$ cat config.mk
export PLATFORM = sky130hd
export DESIGN_NAME = cgs_nbr_unit
export DESIGN_NICKNAME = d
export VERILOG_FILES = /design/src/rtl/cgs_pkg.sv /design/src/rtl/cgs_nbr_unit.sv
export SDC_FILE = /design/constraint.sdc
export NUM_CORES = 1
export LEC_CHECK = 0
export BUFFER_PORTS_ARGS = -buffer_cell sky130_fd_sc_hd__clkbuf_2
export CAP_MARGIN = 20
export CORE_ASPECT_RATIO = 0.9
export CORE_MARGIN = 2
export CORE_UTILIZATION = 30
export DETAILED_ROUTE_END_ITERATION = 6
export PLACE_DENSITY = 0.5
export SYNTH_ARGS = -nofsm -noshare
export SYNTH_HDL_FRONTEND = slang
export SYNTH_SLANG_ARGS = --single-unit
$ cat constraint.sdc
create_clock -name vclk -period 17.44
set_input_delay 5.232 -clock vclk [all_inputs]
set_output_delay 5.232 -clock vclk [all_outputs]
set_load 0.02 [all_outputs]
$ cat src/rtl/cgs_pkg.sv
// cgs_pkg: shared constants, codes and types of the cave grid smoother
// depends on nothing; used by every module of the block
package cgs_pkg;

	// fixed field widths of the item and result ports and the pass count
	localparam int ACTION_W = 2;
	localparam int CX_W     = 6;
	localparam int CY_W     = 6;
	localparam int NB_W     = 4;
	localparam int PASS_W   = 4;

	// default grid size
	localparam int DEF_GRID_W = 64;
	localparam int DEF_GRID_H = 64;

	// neighbour count at which a cell keeps its old value
	localparam logic [NB_W-1:0] KEEP_COUNT = 4'd4;

	// reset value of the pass count register
	localparam logic [PASS_W-1:0] SMOOTH_PASSES_RST = 4'd5;

	// configuration port
	localparam int APB_ADDR_W = 3;
	localparam int APB_DATA_W = 32;
	localparam logic [0:0] REG_SMOOTH_PASSES = 1'b0;

	// item action codes
	localparam logic [ACTION_W-1:0] ACT_WRITE  = 2'd0;
	localparam logic [ACTION_W-1:0] ACT_SMOOTH = 2'd1;
	localparam logic [ACTION_W-1:0] ACT_READ   = 2'd2;

	// sequencer states
	typedef enum logic [2:0] {
		ST_CLEAR,
		ST_IDLE,
		ST_FETCH,
		ST_LOAD,
		ST_SWEEP,
		ST_WRITE,
		ST_RESPOND
	} state_t;

endpackage

$ cat src/rtl/cgs_nbr_unit.sv
// cgs_nbr_unit: shared neighbour unit, one cell of a three-row window per cycle
// counts walls around the selected column and applies the 4-5 rule; uses cgs_pkg
module cgs_nbr_unit
	import cgs_pkg::*;
#(
	parameter int GRID_W = DEF_GRID_W,
	parameter int FC_W   = CX_W + 1,
	localparam int CA_W  = $clog2(GRID_W)
) (
	input  logic [GRID_W-1:0] above,
	input  logic [GRID_W-1:0] centre,
	input  logic [GRID_W-1:0] below,
	input  logic [FC_W-1:0]   col,
	output logic [NB_W-1:0]   wall_count,
	output logic              centre_bit,
	output logic              next_bit
);

	logic [FC_W-1:0] col_l;
	logic [FC_W-1:0] col_r;
	logic [7:0]      nbr;

	// cell of a row at a column counted from one; off-grid columns are walls
	function automatic logic pick(input logic [GRID_W-1:0] row, input logic [FC_W-1:0] p);
		logic [FC_W-1:0] q;
		q = p - FC_W'(1);
		if (p == '0 || 32'(p) > GRID_W) begin
			return 1'b1;
		end
		return row[q[CA_W-1:0]];
	endfunction

	// the eight neighbours
	always_comb begin
		col_l = col - FC_W'(1);
		col_r = col + FC_W'(1);
		nbr[0] = pick(above, col_l);
		nbr[1] = pick(above, col);
		nbr[2] = pick(above, col_r);
		nbr[3] = pick(centre, col_l);
		nbr[4] = pick(centre, col_r);
		nbr[5] = pick(below, col_l);
		nbr[6] = pick(below, col);
		nbr[7] = pick(below, col_r);
		centre_bit = pick(centre, col);
	end

	// wall count
	always_comb begin
		wall_count = '0;
		for (int i = 0; i < 8; i++) begin
			wall_count = wall_count + NB_W'(nbr[i]);
		end
	end

	// 4-5 rule
	always_comb begin
		priority if (wall_count > KEEP_COUNT) begin
			next_bit = 1'b1;
		end else if (wall_count < KEEP_COUNT) begin
			next_bit = 1'b0;
		end else begin
			next_bit = centre_bit;
		end
	end

endmodule

## After elaboration in Yosys (flattened, before gate mapping)

Index checks and enable logic that the tools add are counted.

| word-level totals | value |
|---|---|
| word-level logic and storage cells | 60 |
| output and inout bits | 6 |
| register bits after elaboration | 0 |
| bits of input ports | 199 |

| operators by class | value |
|---|---|
| muxes and demuxes | 35 |
| order comparisons | 8 |
| $add $sub $neg | 11 |
| reductions and logical operators | 6 |

Operators by type and width:

| operator | number |
|---|---|
| binary-select mux 1 bit (select 6 bit) | 9 |
| 2-to-1 mux 1 bit | 26 |
| greater-than comparator 7 bit, second input constant | 3 |
| zero test 7 bit | 3 |
| < comparator 6 x 7 -> 1 bit, second input constant | 3 |
| adder 4 x 1 -> 4 bit | 4 |
| subtractor 6 x 1 -> 6 bit, second input constant | 2 |
| adder 7 x 1 -> 7 bit, second input constant | 1 |
| subtractor 7 x 1 -> 7 bit, second input constant | 1 |
| adder 3 x 1 -> 4 bit | 1 |
| greater-than comparator 4 x 3 -> 1 bit, second input constant | 1 |
| < comparator 4 x 3 -> 1 bit, second input constant | 1 |
| adder 2 x 1 -> 3 bit | 1 |
| logical OR 1 bit | 3 |
| adder 1 x 1 -> 2 bit | 1 |

## Longest topological paths before layout

Gate-level depths: netlist (run 1).

| logic depth | value |
|---|---|
| word-level depth | 15 |
| depth in mapped cells | 29 |
| depth with buffers taken out | 22 |

## Least setup slack after synthesis (run 1)

No wires, ideal clock.

| path | value |
|---|---|
| kind | input to output |
| from | input port col[0] |
| to | output port next_bit |
| buffers on the path | 5 |
| stages | 25 |
| arrival time | 11.391 ns |
| path slack | 0.817 ns |
| required time | 12.208 ns |
| path through | buf_4 > buf_4 > buf_2 > buf_2 > inv_2 > ha_1 > nor4bb_1 > nor3_2 > xor2_1 > clkbuf_1 > mux4_2 > mux2i_1 > nor2_1 > fa_1 > inv_1 > fa_1 > inv_1 > fa_1 > inv_1 > ha_1 > inv_1 > fa_1 > xnor2_1 > o21a_1 > a211o_1 |

| on the way | value |
|---|---|
| cells in the longest elaborated chain, start to end | 15 |
| elaborated cells on any way between the ends | 54 |
| those cells by class | add/sub: 11; order compare: 5; mux: 32; reduce/logical: 6 |

RTL lines:

| what | line | source |
|---|---|---|
| start, declared | cgs_nbr_unit.sv:13 | `input logic [FC_W-1:0] col,` |
| subtractor 7 x 1 -> 7 bit | cgs_nbr_unit.sv:26 | `q = p - FC_W'(1);` |
| subtractor 6 x 1 -> 6 bit, or another cell as far along | cgs_nbr_unit.sv:26 |  |
| binary-select mux 1 bit (select 6 bit) / logical OR 1 bit (equally long branches) | cgs_nbr_unit.sv:30, cgs_nbr_unit.sv:27 |  |
| 2-to-1 mux 1 bit (on tied branches) | cgs_nbr_unit.sv:30, cgs_nbr_unit.sv:27 |  |
| 2-to-1 mux 1 bit | cgs_nbr_unit.sv:30 | `return row[q[CA_W-1:0]];` |
| adder 1 x 1 -> 2 bit | cgs_nbr_unit.sv:52 | `wall_count = wall_count + NB_W'(nbr[i]);` |
| adder 2 x 1 -> 3 bit | cgs_nbr_unit.sv:52 |  |
| adder 3 x 1 -> 4 bit | cgs_nbr_unit.sv:52 |  |
| adder 4 x 1 -> 4 bit (3 in a row) | cgs_nbr_unit.sv:52 |  |
| adder 4 x 1 -> 4 bit * | cgs_nbr_unit.sv:52 |  |
| via wall_count[2] | cgs_nbr_unit.sv:14 | `output logic [NB_W-1:0] wall_count,` |
| < comparator 4 x 3 -> 1 bit | cgs_nbr_unit.sv:60 | `end else if (wall_count < KEEP_COUNT) begin` |
| 2-to-1 mux 1 bit | cgs_nbr_unit.sv:60 |  |
| 2-to-1 mux 1 bit * | cgs_nbr_unit.sv:58 | `priority if (wall_count > KEEP_COUNT) begin` |
| end, declared | cgs_nbr_unit.sv:16 | `output logic next_bit` |

Mark *: on every way through the listed nets, which the timed path passes. The rest lies on a longest branch. The select of a mux whose other input is x is not followed.

## Worst setup path in the final report (run 1)

| path | value |
|---|---|
| from | input port col[0] |
| to | output port next_bit |

| on the way | value |
|---|---|
| cells in the longest elaborated chain, start to end | 15 |
| elaborated cells on any way between the ends | 54 |
| those cells by class | add/sub: 11; order compare: 5; mux: 32; reduce/logical: 6 |

RTL lines:

| what | line |
|---|---|
| subtractor 7 x 1 -> 7 bit | cgs_nbr_unit.sv:26 |
| subtractor 6 x 1 -> 6 bit, or another cell as far along | cgs_nbr_unit.sv:26 |
| binary-select mux 1 bit (select 6 bit) / logical OR 1 bit (equally long branches) | cgs_nbr_unit.sv:30, cgs_nbr_unit.sv:27 |
| 2-to-1 mux 1 bit (on tied branches) | cgs_nbr_unit.sv:30, cgs_nbr_unit.sv:27 |
| 2-to-1 mux 1 bit | cgs_nbr_unit.sv:30 |
| adder 1 x 1 -> 2 bit | cgs_nbr_unit.sv:52 |
| adder 2 x 1 -> 3 bit | cgs_nbr_unit.sv:52 |
| adder 3 x 1 -> 4 bit | cgs_nbr_unit.sv:52 |
| adder 4 x 1 -> 4 bit (4 in a row) | cgs_nbr_unit.sv:52 |
| < comparator 4 x 3 -> 1 bit | cgs_nbr_unit.sv:60 |
| 2-to-1 mux 1 bit | cgs_nbr_unit.sv:60 |
| 2-to-1 mux 1 bit * | cgs_nbr_unit.sv:58 |

Every way passes the cells marked *; elsewhere a longest branch is shown, timed or not. The select of a mux whose other input is x is not followed.

==> results_dict.tcl, run 1 <==
set metrics [dict create \
    syn_area_sq_mm 0.005438 \
    synth_top_cells_by_count "mux4_2, nand2_1, mux2i_1" \
    drive_gt1_frac 0.6289 \
    multiInputGateArea_sq_mm 0.005151 \
    n_clock_buffer 0 \
    dr_total_vias 5158 \
    whs_path_depth 5 \
    setup_violations 0 \
    critPathRequiredTime_ns 12.21 \
    crit_path_max_fanout 63 \
    yosys.area.top_type "mux4_2" \
    hold_viol 0 \
    vias_per_cell 6.075 \
    report.power.total_mw 0.3304 \
    maxCapViolCount 0 \
    flops_and_latches 0 \
    yosys_warnings 0 \
    synth_most_common_cell "mux4_2" \
    finalInstanceArea_sq_mm 0.006631 \
    gr-total-overflow 0 \
    area_growth_pct 21.95 \
    syn_area_per_cell_sq_um 12.30 \
    powerDensity_mw_per_mm2 49.83 \
    peakVddDrop_mv 0.03788 \
    placed_cell_area_sq_mm 0.006631 \
    post-route-period-util 0.9304 \
    critPathLaunchType "input pin" \
    die_area_sq_mm 0.01922 \
    layout_min_cycle_time_ns 16.23 \
    antenna_found_initial 0 \
    synth_area_leaders "mux4_2, mux2i_1, nand2_1" \
    synth_top_area_frac 0.6295 \
    leakagePower_nw 2.622 \
    status "finished clean" \
    drt_iter0_drc 435 \
    worstMarginPinSlew_ns 0.8582 \
    fin_util 0.3753 \
    cts_resized 0 \
    drv_slew 0 \
    grt_use_total 0.1924 \
    worstSetupPathType "in2out" \
    die_h_um 131.7 \
    endpoint_kind "output pin" \
    syn-instance-count 442 \
    hpwl_um 15560 \
    postRouteAntennaNets 0 \
    final_nets 821 \
    fin_tns_setup_ns 0 \
    regArea_sq_um 0 \
    grt_max_degree 108 \
    hp-class "in2out" \
    antennaDiodeCount 0 \
    drc 0 \
    place.gp.congestion 0.8200 \
    first_global_vias 5294 \
    io_buffers 205 \
    start_util 0.3077 \
    placement_rows 46 \
    startpoint "col[0]" \
    hold_buffers 0 \
    fill_cells 1771 \
    synth_fp_nets 652 \
    arrival_ns 10.99 \
    post_cts_buffers 0 \
    pin_count 205 \
    drt_pass1_iterations 5 \
    design.core.area_sq_mm 0.01767 \
    synth-seq-area-share 0 \
    die_x_um 145.9 \
    wl_um 18770 \
    hold_end "wall_count[0]" \
    rsz0062_at_grt "no" \
    relSlewSlack 0.4279 \
    wl_per_cell_um 22.11 \
    grt_pass1_wl_um 29980 \
    hold_start "col[6]" \
    fmax_mhz 61.63 \
    synth_cell_types 60 \
]
-- how the worst max path moves through the flow --
stage,endpoint,slack [ns],cells after the start
after floorplan,next_bit,0.82,25
after global placement,next_bit,1.29,24
after detailed placement,next_bit,1.16,24
after CTS,next_bit,1.17,24
after global routing,next_bit,0.70,24
final,next_bit,1.21,24
-- metal layers --
metal | share of wire | routed length, um | up-vias | track usage
met5 | 0 | 0 | - | 0
met4 | 0.0053 | 99 | 0 | 0.008715
met3 | 0.070 | 1315 | 16 | 0.02118
met2 | 0.49 | 9129 | 235 | 0.3231
met1 | 0.44 | 8224 | 2652 | 0.2840
li1 | - | - | 2255 | -
-- logic make-up after synthesis --
kind of cell | share of synthesized area
adders and majority gates | 0.03083
and+or+nand+nor | 0.09917
xor gates and xnor gates | 0.03474
buffers and inverters | 0.06120
muxes | 0.7013
AOI/OAI and AO/OA | 0.07271
-- layout by cell type (no fill, tap or decap), types with 4 or more instances in the layout --
master    count
a211oi_1      7
a21oi_1      14
a31oi_1       5
and2_1        4
and3_1        5
buf_4        12
clkbuf_2    204
fa_1          4
ha_1          6
inv_1         9
mux2_1        4
mux2i_1      27
mux4_2      152
nand2_1      40
nand2b_1      5
nand3_1      12
nand3b_1      4
nor2_1        9
nor2b_1       7
nor3_1        4
o21ai_0       7
o21ai_1       5
o221ai_1      4
xnor2_1       9
xnor2_2       4
xor2_1        4
-- layout make-up --
type	count	area share
multi-input combinational	381	0.7768
timing repair buffer	218	0.1723
tap	240	0.04528
inverter	10	0.005660
-- per-stage QoR --
step,std cells,setup slack [ns],hold WS [ns]
after CTS,849,1.175,11.17
after detailed placement,849,1.158,11.16
after global routing,849,0.6970,11.22
after global placement,849,1.288,11.15
final,849,1.213,11.17
after floorplan,442,0.8174,10.81
-- critical path: stages --
cell and delay, ns:
buf_6 0.28, inv_2 0.19, ha_4 0.45, buf_4 0.69, mux4_2 0.35, mux2i_1 0.07, mux2i_1 0.14, nand2_1 0.07
o21ai_1 0.11, o32ai_1 0.11, a21o_1 0.18, fa_1 0.52, inv_1 0.07, fa_1 0.53, inv_1 0.06, fa_1 0.46
inv_1 0.07, ha_1 0.16, inv_1 0.06, fa_1 0.47, inv_1 0.05, o21a_1 0.17, a211o_1 0.26, clkbuf_2 0.15
-- power by group --
| group | total [mW] | leakage (nW) | switching, mW | internal [mW] |
|---|---|---|---|---|
| logic | 0.330 | 2.62 | 0.169 | 0.161 |
| clock network | 0 | 0 | 0 | 0 |
| registers | 0 | 0 | 0 | 0 |
| total | 0.330 | 2.62 | 0.169 | 0.161 |
No activity file was read; power rests on OpenSTA's default activity.
==> run 2: changes to the inputs <==
Settings changed: ABC_AREA from default to 1, PLACE_DENSITY 0.5 to 0.58.
Clock period 17.44 ns to 15.5 ns, I/O delays scaled along.
==> results_dict.tcl, run 2 <==
set metrics [dict create \
    gr-total-overflow 0 \
    relSlewSlack 0.4238 \
    hold_start "col[6]" \
    fin_tns_setup_ns 0 \
    top_layer "met4" \
    hold_viol 0 \
    seq_power_share 0 \
    antennaDiodeCount 0 \
    pwr-share-clk 0 \
    synth_most_common_cell "nand2_1" \
    critPathRequiredTime_ns 10.85 \
    synth_area_leaders "nand2_1, nand3_1, o21ai_0" \
    powerDensity_mw_per_mm2 51.43 \
    postRouteAntennaNets 0 \
    place.gp.congestion 0.9167 \
    n_clock_buffer 0 \
    arrival_ns 10.29 \
    endpoint_kind "output pin" \
    post_cts_buffers 0 \
    syn_area_sq_mm 0.005746 \
    first_global_vias 7679 \
    syn-instance-count 1272 \
    die_x_um 149.9 \
    hpwl_um 18830 \
    syn_area_per_cell_sq_um 4.517 \
    layout_min_cycle_time_ns 14.94 \
    layout.cells.most_common "nand2_1" \
    whs_path_depth 5 \
    antenna_found_initial 0 \
    drc 0 \
    cts_resized 0 \
    synth_top_area_frac 0.4240 \
    placement_rows 48 \
    hold_buffers 0 \
    grt_max_degree 105 \
    drt_pass1_iterations 6 \
    flops_and_latches 0 \
    worstMarginPinSlew_ns 0.8644 \
    preCtsSetupSlack_ns 0.6373 \
    fill_cells 2280 \
    vias_per_cell 5.096 \
    regArea_sq_um 0 \
    wl_um 24540 \
    drv_slew 0 \
    yosys.area.top_type "nand2_1" \
    maxCapViolCount 0 \
    dr_total_vias 8475 \
    critPathLaunchType "input pin" \
    synth_fp_nets 1482 \
    grt_pass1_wl_um 38990 \
    leakagePower_nw 3.944 \
    die_area_sq_mm 0.02028 \
    combPwrFrac 1.000 \
    rsz0062_at_grt "no" \
    design.core.area_sq_mm 0.01898 \
    final_nets 1625 \
    fmax_mhz 66.92 \
    drt_iter0_drc 818 \
    hold_end "centre_bit" \
    p_sw_mw 0.2289 \
    final_cell_mix "nand2_1, clkbuf_2, nand3_1" \
    report.power.total_mw 0.3488 \
    die_h_um 135.3 \
    p_int_mw 0.1199 \
    drive_gt1_frac 0.1861 \
    worstSetupPathType "in2out" \
    setup_violations 0 \
    synth_top_cells_by_count "nand2_1, nand3_1, inv_1" \
    holdWs_ns 10.16 \
    wl_per_cell_um 14.76 \
    peakVddDrop_mv 0.05730 \
    io_buffers 205 \
    routed-wl-met3_um 2455 \
    yosys_warnings 0 \
    m1WireLength_um 11420 \
    synth-seq-area-share 0 \
    grt_use_total 0.2351 \
    hp-class "in2out" \
    crit_path_max_fanout 104 \
    wl_met2_um 10500 \
    status "finished clean" \
    synth_cell_types 36 \
    area_growth_pct 18.05 \
    fin_ws_ns 0.5562 \
    pin_count 205 \
    start_util 0.3027 \
    swShare 0.6563 \
    post-route-period-util 0.9641 \
]
run 2: worst max-delay path by stage:
| stage | from | end | cells past startpoint |
|---|---|---|---|
| final | col[0] | next_bit | 26 |
| after CTS | col[0] | next_bit | 26 |
| after global placement | col[0] | next_bit | 26 |
| after detailed placement | col[0] | next_bit | 26 |
| after floorplan | col[0] | next_bit | 32 |
| after global routing | col[0] | next_bit | 26 |
run 2: cells by family (layout without fill, tap and decap cells):
logic type,count (synthesis),in the layout,synth area share
xor+xnor,14,14,0.02526
fa+ha+maj,11,11,0.02918
simple gates,927,927,0.6707
buf+inv,171,312,0.1359
compound gates,149,149,0.1389
run 2: through the flow:
step,std cells,util,cell area [sq um]
4_1_cts,1663,0.3574,6783
5_1_grt,1663,0.3574,6783
3_5_place_dp,1663,0.3574,6783
2_1_floorplan,1272,-,5746
6_report,1663,0.3574,6783
3_3_place_gp,1663,0.3574,6783
run 2: power by group through the flow:
stage	Combinational (mW)	Clock (mW)	Sequential, mW
3_5_place_dp	0.346	0	0
3_3_place_gp	0.342	0	0
2_1_floorplan	0.243	0	0
4_1_cts	0.347	0	0
6_report	0.349	0	0
5_1_grt	0.395	0	0
run 2: critical path: stages:
cell and delay (ns):
buf_4 0.10, buf_4 0.59, buf_4 0.76, o21ai_0 0.35
o21ai_0 0.31, nand2_1 0.08, nand2_1 0.08, nand2_1 0.05
nand2_1 0.09, nor2_1 0.04, nor2_1 0.10, nor2_1 0.08
fa_1 0.53, inv_1 0.06, fa_1 0.53, inv_1 0.05
fa_1 0.52, inv_1 0.04, ha_1 0.21, inv_1 0.08
fa_1 0.40, inv_1 0.08, nor2_1 0.04, o21a_1 0.18
nand2_1 0.06, clkbuf_2 0.16
run 2: area by class of cell:
| cell class | count | area, sq um | area share |
|---|---|---|---|
| multi-input combinational | 1101 | 4965 | 0.7320 |
| inverter | 89 | 341.6 | 0.05036 |
| timing repair buffer | 223 | 1164 | 0.1716 |
| tap | 250 | 312.8 | 0.04612 |
run 2: layer usage:
layer | vias up | track usage
met2 | 438 | 0.3739
met5 | - | 0
met3 | 19 | 0.03771
met4 | 0 | 0.02883
met1 | 3708 | 0.3420
li1 | 4310 | -
==> run 3: changes to the inputs <==
Settings changed: RECOVER_POWER from default to 50.
==> results_dict.tcl, run 3 (same netlist as run 2, synthesis figures left out) <==
set metrics [dict create \
    status "finished clean" \
    hold_viol 0 \
    fin_util 0.3573 \
    fin_tns_setup_ns 0 \
    setup_violations 0 \
    pwr-share-clk 0 \
    first_global_vias 7679 \
    start_util 0.3027 \
    grt_max_degree 105 \
    max_stage_delay_ns 0.77 \
    p_int_mw 0.1193 \
    io_buffers 205 \
    cts_resized 0 \
    postRouteAntennaNets 0 \
    wl_um 24560 \
    relSlewSlack 0.4269 \
    critPathLaunchType "input pin" \
    rsz0062_at_grt "no" \
    post-route-period-util 0.9641 \
    wl_per_cell_um 14.77 \
    worstSetupPathType "in2out" \
    drt_iter0_drc 818 \
    post_cts_buffers 0 \
    crit_path_max_fanout 104 \
    critPathRequiredTime_ns 10.85 \
    die_x_um 149.9 \
    pin_count 205 \
    grt_use_total 0.2351 \
    whs_path_depth 5 \
    arrival_ns 10.29 \
    placement_rows 48 \
    cpLargestDelayFamily "adder cells" \
    hpwl_um 18830 \
    combPwrFrac 1.000 \
    holdWs_ns 10.16 \
    place.gp.congestion 0.9167 \
    drt_pass1_iterations 5 \
    dr_total_vias 8491 \
    design.core.area_sq_mm 0.01898 \
    swShare 0.6573 \
    antennaDiodeCount 0 \
    drv_slew 0 \
    leakagePower_nw 3.940 \
    die_area_sq_mm 0.02028 \
    layout.cells.most_common "nand2_1" \
    flops_and_latches 0 \
    n_clock_buffer 0 \
    peakVddDrop_mv 0.05420 \
    layout_min_cycle_time_ns 14.94 \
    drc 0 \
    maxCapViolCount 0 \
    final_nets 1625 \
    worstMarginPinSlew_ns 0.8596 \
    seq_power_share 0 \
    powerDensity_mw_per_mm2 51.36 \
    drive_gt1_frac 0.1854 \
    finalInstanceArea_sq_mm 0.006782 \
    final_cell_mix "nand2_1, clkbuf_2, nand3_1" \
    placed_cell_area_sq_mm 0.006783 \
    vias_per_cell 5.106 \
    endpoint_kind "output pin" \
    fmax_mhz 66.92 \
    hold_end "centre_bit" \
    p_sw_mw 0.2290 \
    antenna_found_initial 0 \
    area_growth_pct 18.03 \
    gr-total-overflow 0 \
    hp-class "in2out" \
    hold_start "col[6]" \
    regArea_sq_um 0 \
    hold_buffers 0 \
    crit_buf_inv 9 \
    grt_pass1_wl_um 38990 \
    crit_slowest_cell "buf_4" \
    die_h_um 135.3 \
]
[run 3: layer usage]
metal  GRT usage  wire length [um]
met5           0                 0
met3     0.03771              2436
met1      0.3420             11460
met2      0.3739             10500
met4     0.02883               160
[run 3: through the flow]
stage	instances	worst slack, ns	total power, mW
6_report	1663	0.5570	0.3483
5_1_grt	1663	0.2246	0.3944
4_1_cts	1663	0.6346	0.3470
3_5_place_dp	1663	0.6373	0.3458
3_3_place_gp	1663	0.6783	0.3425
2_1_floorplan	1272	1.265	0.2426
[run 3: how the worst max path moves through the flow]
stage,slack [ns],end,from,cells past startpoint
floorplan,1.27,next_bit,col[0],32
global placement,0.68,next_bit,col[0],26
detailed placement,0.64,next_bit,col[0],26
CTS,0.63,next_bit,col[0],26
global route,0.22,next_bit,col[0],26
finish,0.56,next_bit,col[0],26
[run 3: final cells by class]
cell class | count | area (sq um)
fillers | 2281 | 12200
multi-input cells | 1101 | 4965
repair buffers | 223 | 1162
inverters | 89 | 341.6
well taps | 250 | 312.8
[run 3: power groups by stage]
stage / sequential, mW / combinational [mW] / clock, mW
2_1_floorplan: 0 / 0.243 / 0
3_3_place_gp: 0 / 0.342 / 0
3_5_place_dp: 0 / 0.346 / 0
4_1_cts: 0 / 0.347 / 0
5_1_grt: 0 / 0.394 / 0
6_report: 0 / 0.348 / 0
